## src/rtl/assert_macros.svh

```systemverilog
// ----------------------------------------------------------------------------
// assertion macros
// shared concurrent assertion forms used at the end of the top level
// ----------------------------------------------------------------------------
`ifndef ASSERT_MACROS_SVH
`define ASSERT_MACROS_SVH

// same-cycle implication, checked on every rising clock edge outside reset
`define MH_ASSERT_IMP(label, clk, rst, ante, cons) \
   label: assert property (@(posedge clk) disable iff (rst) (ante) |-> (cons)) \
      else $error("implication check failed");

// next-cycle implication, checked on every rising clock edge outside reset
`define MH_ASSERT_NXT(label, clk, rst, ante, cons) \
   label: assert property (@(posedge clk) disable iff (rst) (ante) |=> (cons)) \
      else $error("next-cycle check failed");

`endif

```

## src/rtl/mh64_pkg.sv

```systemverilog
// ----------------------------------------------------------------------------
// mh64_pkg
// constants, types and helpers shared by the 64-bit murmur hash block
// ----------------------------------------------------------------------------
package mh64_pkg;

   localparam logic [63:0] MIX_MULT    = 64'hc6a4a7935bd1e995;
   localparam int          MIX_SHIFT   = 47;
   localparam logic [63:0] SEED_RESET  = 64'd76493;

   localparam int          CSR_ADDR_WIDTH = 4;
   localparam logic [CSR_ADDR_WIDTH-1:0] SEED_ADDR = 4'h0;

   // request to the shared multiplier: operand is multiplied by MIX_MULT
   typedef struct packed {
      logic        start;
      logic [63:0] operand;
   } mul_req_type;

   // response from the shared multiplier, product valid from done onward
   typedef struct packed {
      logic        done;
      logic [63:0] product;
   } mul_rsp_type;

   // low n bytes set, n from 0 to 7
   function automatic logic [63:0] byte_mask(input logic [2:0] n);
      logic [63:0] mask;
      mask = '0;
      for (int i = 0; i < 8; i++) begin
         if (3'(i) < n) begin
            mask[8*i +: 8] = 8'hff;
         end
      end
      return mask;
   endfunction

   // x ^ (x >> 47)
   function automatic logic [63:0] shift_xor(input logic [63:0] x);
      return x ^ (x >> MIX_SHIFT);
   endfunction

endpackage

```

## src/rtl/mh64_mul.sv

```systemverilog
// ----------------------------------------------------------------------------
// mh64_mul
// shared multiply-by-constant unit, 64 x 64 mod 2^64 on one 32 x 32 multiplier
// ----------------------------------------------------------------------------
module mh64_mul (
   input  logic                 clock,
   input  logic                 reset,
   input  mh64_pkg::mul_req_type mul_req,
   output mh64_pkg::mul_rsp_type mul_rsp
);

   logic [63:0] op_ff, op_in;
   logic [63:0] prod_ff;
   logic [63:0] acc_ff, acc_in;
   logic [1:0]  step_ff, step_in;
   logic        busy_ff, busy_in;
   logic        done_ff, done_in;

   logic [31:0] mult_a;
   logic [31:0] mult_b;
   logic [63:0] prod_in;

   // step 0: lo*lo, step 1: hi*lo, step 2: lo*hi; cross terms only need low 32 bits
   assign mult_a  = (step_ff == 2'd1) ? op_ff[63:32] : op_ff[31:0];
   assign mult_b  = (step_ff == 2'd2) ? mh64_pkg::MIX_MULT[63:32]
                                      : mh64_pkg::MIX_MULT[31:0];
   assign prod_in = {32'b0, mult_a} * {32'b0, mult_b};

   always_comb begin
      op_in   = op_ff;
      acc_in  = acc_ff;
      step_in = step_ff;
      busy_in = busy_ff;
      done_in = 1'b0;
      if (mul_req.start) begin
         op_in   = mul_req.operand;
         step_in = 2'd0;
         busy_in = 1'b1;
      end else if (busy_ff) begin
         step_in = step_ff + 2'd1;
         unique case (step_ff)
            2'd0: begin
            end
            2'd1: begin
               acc_in = prod_ff;
            end
            2'd2: begin
               acc_in[63:32] = acc_ff[63:32] + prod_ff[31:0];
            end
            default: begin
               acc_in[63:32] = acc_ff[63:32] + prod_ff[31:0];
               busy_in       = 1'b0;
               done_in       = 1'b1;
            end
         endcase
      end
   end

   always_ff @(posedge clock) begin
      if (reset) begin
         step_ff <= 2'd0;
         busy_ff <= 1'b0;
         done_ff <= 1'b0;
      end else begin
         step_ff <= step_in;
         busy_ff <= busy_in;
         done_ff <= done_in;
      end
   end

   always_ff @(posedge clock) begin
      op_ff   <= op_in;
      prod_ff <= prod_in;
      acc_ff  <= acc_in;
   end

   assign mul_rsp.done    = done_ff;
   assign mul_rsp.product = acc_ff;

endmodule

```

## src/rtl/mh64_seq.sv

```systemverilog
// ----------------------------------------------------------------------------
// mh64_seq
// message sequencer: seeding, word mixing, tail fold, avalanche and result
// ----------------------------------------------------------------------------
module mh64_seq (
   input  logic                  clock,
   input  logic                  reset,
   input  logic [63:0]           seed,
   input  logic                  req_tvalid,
   output logic                  req_tready,
   input  logic [103:0]          req_tdata,
   input  logic                  req_tuser,
   input  logic                  req_tlast,
   output logic                  rsp_tvalid,
   input  logic                  rsp_tready,
   output logic [63:0]           rsp_tdata,
   output mh64_pkg::mul_req_type mul_req,
   input  mh64_pkg::mul_rsp_type mul_rsp
);

   typedef enum logic [3:0] {
      ST_IDLE,
      ST_SEED,
      ST_DISPATCH,
      ST_MIX1,
      ST_MIX2,
      ST_FOLD,
      ST_FINISH,
      ST_AVAL,
      ST_EMIT
   } state_type;

   state_type   state_ff, state_in;
   logic [63:0] hash_ff, hash_in;
   logic [63:0] word_ff, word_in;
   logic [3:0]  count_ff, count_in;
   logic        last_ff, last_in;
   logic        start_ff, start_in;
   logic [63:0] operand_ff, operand_in;
   logic        rsp_valid_ff, rsp_valid_in;
   logic [63:0] rsp_data_ff, rsp_data_in;

   logic        accept;

   assign req_tready = (state_ff == ST_IDLE);
   assign accept     = req_tvalid && req_tready;

   always_comb begin
      state_in     = state_ff;
      hash_in      = hash_ff;
      word_in      = word_ff;
      count_in     = count_ff;
      last_in      = last_ff;
      start_in     = 1'b0;
      operand_in   = operand_ff;
      rsp_valid_in = rsp_valid_ff && !rsp_tready;
      rsp_data_in  = rsp_data_ff;
      unique case (state_ff)
         ST_IDLE: begin
            if (accept) begin
               word_in  = req_tdata[63:0];
               count_in = req_tdata[67:64];
               last_in  = req_tlast;
               if (req_tuser) begin
                  // length times multiplier, length is zero extended
                  start_in   = 1'b1;
                  operand_in = {33'b0, req_tdata[98:68]};
                  state_in   = ST_SEED;
               end else begin
                  state_in = ST_DISPATCH;
               end
            end
         end
         ST_SEED: begin
            if (mul_rsp.done) begin
               hash_in  = seed ^ mul_rsp.product;
               state_in = ST_DISPATCH;
            end
         end
         ST_DISPATCH: begin
            if (count_ff[3]) begin
               start_in   = 1'b1;
               operand_in = word_ff;
               state_in   = ST_MIX1;
            end else if (count_ff[2:0] != 3'd0) begin
               start_in   = 1'b1;
               operand_in = hash_ff ^ (word_ff & mh64_pkg::byte_mask(count_ff[2:0]));
               state_in   = ST_FOLD;
            end else begin
               state_in = ST_FINISH;
            end
         end
         ST_MIX1: begin
            if (mul_rsp.done) begin
               start_in   = 1'b1;
               operand_in = mh64_pkg::shift_xor(mul_rsp.product);
               state_in   = ST_MIX2;
            end
         end
         ST_MIX2: begin
            if (mul_rsp.done) begin
               start_in   = 1'b1;
               operand_in = hash_ff ^ mul_rsp.product;
               state_in   = ST_FOLD;
            end
         end
         ST_FOLD: begin
            if (mul_rsp.done) begin
               hash_in  = mul_rsp.product;
               state_in = ST_FINISH;
            end
         end
         ST_FINISH: begin
            if (last_ff) begin
               start_in   = 1'b1;
               operand_in = mh64_pkg::shift_xor(hash_ff);
               state_in   = ST_AVAL;
            end else begin
               state_in = ST_IDLE;
            end
         end
         ST_AVAL: begin
            if (mul_rsp.done) begin
               state_in = ST_EMIT;
            end
         end
         ST_EMIT: begin
            // product holds until the next start
            if (!rsp_valid_ff || rsp_tready) begin
               rsp_valid_in = 1'b1;
               rsp_data_in  = mh64_pkg::shift_xor(mul_rsp.product);
               state_in     = ST_IDLE;
            end
         end
         default: begin
            state_in = ST_IDLE;
         end
      endcase
   end

   always_ff @(posedge clock) begin
      if (reset) begin
         state_ff     <= ST_IDLE;
         hash_ff      <= '0;
         start_ff     <= 1'b0;
         rsp_valid_ff <= 1'b0;
      end else begin
         state_ff     <= state_in;
         hash_ff      <= hash_in;
         start_ff     <= start_in;
         rsp_valid_ff <= rsp_valid_in;
      end
      word_ff     <= word_in;
      count_ff    <= count_in;
      last_ff     <= last_in;
      operand_ff  <= operand_in;
      rsp_data_ff <= rsp_data_in;
   end

   assign mul_req.start   = start_ff;
   assign mul_req.operand = operand_ff;
   assign rsp_tvalid      = rsp_valid_ff;
   assign rsp_tdata       = rsp_data_ff;

endmodule

```

## src/rtl/murmur_hash_64a.sv

```systemverilog
// ----------------------------------------------------------------------------
// murmur_hash_64a
// streaming 64-bit murmur hash (64a variant) with an apb seed register
// ----------------------------------------------------------------------------
// one transaction at a time; each 64-bit multiply holds the sequencer through the
// operand register, three partial products, the fold and the done register
// a full word takes three multiplies, a tail word one, a zero-count word none
// a first word adds one for seeding, a last word adds one for the avalanche and
// the result register, which waits while an earlier hash still waits on rsp_tready
// reset: synchronous, clears the sequencer, running hash to zero, seed to 76493
// ----------------------------------------------------------------------------
`include "assert_macros.svh"

module murmur_hash_64a (
   input  logic         clock,
   input  logic         reset,
   // input stream
   input  logic         req_tvalid,
   output logic         req_tready,
   input  logic [103:0] req_tdata,   // data_word[63:0], byte_count[67:64],
                                     // total_length[98:68], zero pad
   input  logic         req_tuser,   // first
   input  logic         req_tlast,   // last
   // result stream
   output logic         rsp_tvalid,
   input  logic         rsp_tready,
   output logic [63:0]  rsp_tdata,   // hash_value[63:0]
   // configuration port
   input  logic         csr_psel,
   input  logic         csr_penable,
   input  logic         csr_pwrite,
   input  logic [3:0]   csr_paddr,
   input  logic [63:0]  csr_pwdata,
   output logic [63:0]  csr_prdata,
   output logic         csr_pready
);

   logic [63:0]           seed_ff, seed_in;
   logic                  csr_write;
   logic                  seed_sel;
   mh64_pkg::mul_req_type mul_req;
   mh64_pkg::mul_rsp_type mul_rsp;

   // ---------------------------------------------------------------------
   // seed register, written on the apb access phase, zero wait states
   // ---------------------------------------------------------------------
   assign csr_pready = 1'b1;
   assign seed_sel   = (csr_paddr == mh64_pkg::SEED_ADDR);
   assign csr_write  = csr_psel && csr_penable && csr_pwrite && csr_pready;

   always_comb begin
      seed_in = seed_ff;
      if (csr_write && seed_sel) begin
         seed_in = csr_pwdata;
      end
   end

   always_ff @(posedge clock) begin
      if (reset) begin
         seed_ff <= mh64_pkg::SEED_RESET;
      end else begin
         seed_ff <= seed_in;
      end
   end

   // unmapped addresses read as zero
   assign csr_prdata = seed_sel ? seed_ff : 64'd0;

   // ---------------------------------------------------------------------
   // sequencer: owns the running hash and the result register
   // ---------------------------------------------------------------------
   mh64_seq u_seq (
      .clock      (clock),
      .reset      (reset),
      .seed       (seed_ff),
      .req_tvalid (req_tvalid),
      .req_tready (req_tready),
      .req_tdata  (req_tdata),
      .req_tuser  (req_tuser),
      .req_tlast  (req_tlast),
      .rsp_tvalid (rsp_tvalid),
      .rsp_tready (rsp_tready),
      .rsp_tdata  (rsp_tdata),
      .mul_req    (mul_req),
      .mul_rsp    (mul_rsp)
   );

   // ---------------------------------------------------------------------
   // shared multiply-by-constant unit
   // ---------------------------------------------------------------------
   mh64_mul u_mul (
      .clock   (clock),
      .reset   (reset),
      .mul_req (mul_req),
      .mul_rsp (mul_rsp)
   );

   // ---------------------------------------------------------------------
   // assertions
   // ---------------------------------------------------------------------
   // the multiplier is only started while a transaction is in flight
   `MH_ASSERT_IMP(a_start_busy, clock, reset, mul_req.start, !req_tready)
   // a multiply finishes only while a transaction is in flight
   `MH_ASSERT_IMP(a_done_busy, clock, reset, mul_rsp.done, !req_tready)
   // done is a single-cycle pulse
   `MH_ASSERT_NXT(a_done_pulse, clock, reset, mul_rsp.done, !mul_rsp.done)

endmodule

```

## config.mk

```make
export PLATFORM = sky130hd
export DESIGN_NAME = murmur_hash_64a
export DESIGN_NICKNAME = d
export VERILOG_FILES = /design/src/rtl/mh64_pkg.sv /design/src/rtl/mh64_mul.sv /design/src/rtl/mh64_seq.sv /design/src/rtl/murmur_hash_64a.sv
export VERILOG_INCLUDE_DIRS = /design/src /design/src/rtl
export SDC_FILE = /design/constraint.sdc
export NUM_CORES = 2
export LEC_CHECK = 0
export BUFFER_PORTS_ARGS = -buffer_cell sky130_fd_sc_hd__buf_4
export CAP_MARGIN = 20
export CORE_UTILIZATION = 30
export CTS_CLUSTER_SIZE = 16
export DETAILED_ROUTE_END_ITERATION = 7
export GPL_TIMING_DRIVEN = 0
export PLACE_DENSITY = 0.46
export SYNTH_ARGS = -nofsm -noshare
export SYNTH_HDL_FRONTEND = slang
export SYNTH_HIERARCHICAL = 1
export SYNTH_SLANG_ARGS = --single-unit
```

## constraint.sdc

```tcl
create_clock -name clock -period 26.1 [get_ports clock]
set_input_delay 1.305 -clock clock [delete_from_list [all_inputs] [get_ports clock]]
set_output_delay 1.305 -clock clock [all_outputs]
set_load 0.01 [all_outputs]
```

* Word level (Yosys, flattened, before mapping) *
Index checks and enable logic that the tools add are counted.

storage, ports and cells
  register bits after elaboration = 527
  bits of input ports = 181
  output and inout port bits = 131
  logic and storage cells = 154

cells by class
  reductions and logical operators = 25
  mux-type cells = 72
  order comparisons = 8
  add/subtract/negate cells = 2
  multipliers = 1
  eq/ne operators = 20
  bitwise gates (word level) = 9

operators with widths
  kind                  count
  $mux W64              10
  $pmux W64 S5          1
  $mux W8               32
  $xor A64 B64 Y64      3
  $pmux W64 S2          1
  $xor A64 B17 Y64      2
  $and A64 B64 Y64      1
  $mul A32 B32 Y64      1
  $mux W32              2
  $pmux W32 S2          1
  $pmux W4 S9           1
  $add A32 B32 Y32      1
  $mux W4               8
  $eq A4 B3 Y1 const B  4
  $ne A2 B1 Y1 const B  7
  $reduce_and A7 Y1     2
  $lt A3 B3 Y1 const A  4
  $mux W1               12
  $reduce_and A3 Y1     3
  $eq A4 B2 Y1 const B  2
  $logic_not A4 Y1      2
  $lt A1 B3 Y1 const A  2
  $lt A2 B3 Y1 const A  2
  $reduce_or A3 Y1      2
  20 further kinds      31

* Logic depth before layout (Yosys ltp) *
  word-level depth = 10
  gate-level depth with buffers = 34
  depth with buffers taken out = 31

* Cells and area by module *
The synthesis kept the hierarchy.

modules (own cells, without submodules)
  module           cells each  times used  area each (µm²)  sequential area each (µm²)
  mh64_mul         3,087       1           32,304.7         5,205.0
  mh64_seq         1,217       1           13,162.6         7,317.0
  murmur_hash_64a  352         1           3,330.7          1,281.2

* Worst setup path before layout *
OpenSTA, ideal clock, no wires.

  path kind = register to register
  start point = register u_mul.step_ff[1]
  end point = register u_mul.prod_ff[51]
  setup time = 0.072 ns
  setup slack = 17.879 ns
  buffers on the path = 2
  clock period less this slack = 8.221 ns
  arrival = 8.149 ns
  data required time = 26.028 ns
  stages on the path, launching flop included = 29
  cells stage by stage = dfxtp_1 inv_1 ha_1 buf_2 buf_1 mux2i_1 inv_1 and2_1 fa_1 fa_1 inv_1 fa_1 fa_1 inv_1 fa_1 fa_1 fa_1 inv_1 fa_1 inv_1 ha_1 and3_4 nand2_2 or3_1 o31a_1 o21a_1 o31a_1 o21ai_2 xor2_1

on the way
  word-level cells in the longest chain between the ends = 3
  elaborated cells between the ends (all ways) = 5
  those cells by class = mul: 1; eq/ne: 2; mux: 2

RTL lines
  element                                       RTL line                        source
  start, declared                               mh64_mul.sv:15                  logic [1:0] step_ff, step_in;
  start signal, assigned                        mh64_mul.sv:65                  step_ff <= step_in;
  $eq A2 B1 Y1 or $eq A2 B2 Y1 (tied branches)  mh64_mul.sv:24, mh64_mul.sv:25
  $mux W32 (on tied branches)                   mh64_mul.sv:24, mh64_mul.sv:25
  $mul A32 B32 Y64 *                            mh64_mul.sv:27                  assign prod_in = {32'b0, mult_a} * {32'b0, mult_b};
  net u_mul.prod_in[51]                         mh64_mul.sv:21                  logic [63:0] prod_in;
  end signal, assigned                          mh64_mul.sv:73                  prod_ff <= prod_in;
  end, declared                                 mh64_mul.sv:13                  logic [63:0] prod_ff;

Mark *: on every way through the listed nets, which the timed path passes. The rest lies on a longest branch.
A chain may end at the register's enable or synchronous reset.

* Worst setup path after layout *
  start point = register u_mul.step_ff[1]
  end point = register u_mul.prod_ff[63]

The elaborated chain is that of the path after synthesis.

==> impl_metrics.tcl <==
set metrics [dict create \
    status "finished clean" \
    yosys.area_share.adder_pct 36.8 \
    yosysTopAreaCell "fa_1" \
    initial_utilization_pct 30.3 \
    tns_ns 0 \
    antenna_found_initial 10 \
    max_freq_mhz 90.0 \
    drv_slew 0 \
    core_area_um2 161000 \
    place_area_um2 54100 \
    grt_max_degree 71 \
    dp_hpwl_um 155000 \
    synth-simple-area-share_pct 9.12 \
    io_pins 312 \
    ys_seq_elements 527 \
    yosysMostFrequentCell "inv_1" \
    ant_nets 0 \
    max_cap_viol_count 0 \
    syn_to_final_growth_pct 14.7 \
    gp_congestion 0.914 \
    crit_family "adder cells" \
    setup_viol 0 \
    yosys_warnings 6 \
    cts_tree "done" \
    crit_fanout 10 \
    die_x_um 405 \
    synth_edf_count 325 \
    fin_skew_ns 0.0412 \
    cpPeakStageDelay_ns 1.00 \
    endpoint_kind "flop" \
    syn-cell-area_um2 48800 \
    cts_resized 0 \
    crit_arrival_ns 11.65 \
    vias_per_cell 4.85 \
    path_class "flop to flop" \
    synth_flop_cell "edfxtp_1" \
    cts_root_buf "clkbuf_16" \
    synth_cells 4656 \
    hold_class "flop to flop" \
    drt_pass1_iterations 5 \
    wl_per_cell_um 25.3 \
    synth_common_cells "inv_1 (852), fa_1 (624), ha_1 (435)" \
    drt_iter0_markers 2555 \
    holdBufCountCts 0 \
    rsz0062_at_grt "false" \
    cp_data_required_time_ns 26.65 \
    finish.utilization_pct 34.8 \
    fin_crit_sh_pct 42.6 \
    port-buffer-count 305 \
    synthMuxAreaShare_pct 2.45 \
    netlist.area_leader.share_pct 25.6 \
    clk_path_buf_depth 3 \
    slowest_stage "mux2i_1" \
    avgSynthCellArea_um2 10.5 \
    start_kind "flop" \
    grt_usage_pct 22.5 \
    crit_top_cell "fa_1" \
    die_area_um2 164000 \
    cts_buffers 54 \
    num_vias 35200 \
    hold_violations 0 \
    final_area_um2 56000 \
    relSlewSlack_pct 21.2 \
    cts_sinks 527 \
    grt_pass1_vias 36900 \
    routed_wl_um 184000 \
    cts-htree-levels 2 \
    syn-num-nets 5896 \
    ys_types 96 \
    period_needed_ns 11.11 \
    yosys-top-cells-area "fa_1 (26%), edfxtp_1 (20%), ha_1 (11%)" \
    synth_top_family_by_area "adder cells" \
    drc 0 \
    drive_above_1_share_pct 11.1 \
    clk_pin_slew_worst_paths_ns 0.06 \
    rows 147 \
    ys_async_sr_fraction_pct 0 \
    synth_xor_area_share_pct 4.07 \
    worst_slew_pin_slew_ns 1.18 \
    clkLatencyLatePin_ns 0.65 \
    ys_seq_area_share_pct 28.3 \
    postCtsSetupBuffers 0 \
    final_nets 6281 \
    die_h_um 405 \
    worst-path-buf-inv 6 \
    synth_compound_area_share_pct 10.6 \
    globalRouteOverflowTotal 0 \
    grt_pass1_wl_um 266000 \
]
==> layout make-up <==
cell class	instances	area, um2
tap	2160	2700
inverter	854	3210
timing repair buffer	329	2570
antenna	4	10.0
fill	16300	105000
sequential	527	13800
clock inverter	33	385
buffer	185	1050
clock buffer	69	1460
multi-input combinational	3090	30800
==> cell usage in the layout (no fill, tap or decap), types with 164 or more instances in the layout <==
| cell type | count |
|---|---|
| edfxtp_1 | 325 |
| nor2_1 | 226 |
| a21oi_1 | 186 |
| fa_1 | 624 |
| inv_1 | 852 |
| nand2_1 | 250 |
| ha_1 | 435 |
| dfxtp_1 | 202 |
| buf_4 | 317 |
| o21ai_0 | 164 |
==> per-layer routing <==
metal  vias up  part of all wire, %  GRT usage [%]
met2      1222                   48           37.9
li1      16100                    -              -
met3       195                  6.0           3.39
met5         -                0.015              0
met4         4                  2.7           5.54
met1     17600                   44           30.2
==> path summary, 6_finish.rpt <==
path	to	startpoint	slack, ns	cells after the start
setup / recovery	u_mul/prod_ff[63]	u_mul/step_ff[1]	14.99	27
hold / removal	u_mul/op_ff[28]	u_seq/operand_ff[28]	0.40	0
setup reg to reg	u_mul/prod_ff[63]	u_mul/step_ff[1]	14.99	27
hold reg to reg	u_mul/op_ff[28]	u_seq/operand_ff[28]	0.40	0
==> kinds of logic after synthesis <==
kind of cell / count (synthesis)
xor gates and xnor gates: 227
adders and majority gates: 1059
and+or+nand+nor: 888
muxes: 117
other: 3
buffers and inverters: 1039
AOI/OAI and AO/OA: 796
DFF: 527
==> flip-flops by register name, summed over array words and instances, names as in the netlist, 4 cells and up <==
register          count
u_seq/state_ff        4
u_seq/rsp_tdata      64
u_mul/prod_ff        64
u_seq/count_ff        4
u_seq/word_ff        64
u_seq/operand_ff     64
u_mul/acc_ff         64
seed_ff              64
u_mul/op_ff          64
u_seq/hash_ff        64
==> stage by stage <==
stage,hold WS [ns],worst slack (ns),cells
6_report,0.395,14.99,7251
5_1_grt,0.407,14.53,7247
4_1_cts,0.389,14.95,7246
3_5_place_dp,0.405,15.02,7144
3_3_place_gp,0.403,14.46,7121
2_1_floorplan,0.400,17.88,4656
==> worst register-to-register path, cell delays in order, from the launching register on <==
cell and delay, ns:
dfxtp_1 0.35, inv_1 0.09, ha_1 0.13, buf_2 0.32, buf_1 0.79, mux2i_1 1.02, inv_1 0.58, and2_1 0.50
fa_1 0.57, fa_1 0.63, inv_1 0.10, fa_1 0.47, fa_1 0.54, inv_1 0.06, fa_1 0.47, fa_1 0.50
fa_1 0.68, fa_1 0.50, ha_1 0.40, nand2_1 0.13, o21ai_0 0.36, o21bai_1 0.17, o41ai_1 0.53, nor2_1 0.25
o21ai_2 0.35, o21ai_1 0.17, o21ai_1 0.19, xnor2_1 0.15
Power is left out: the tool's default activity adds up to more than one toggle a clock period on the data nets, which glitch-free logic cannot reach.
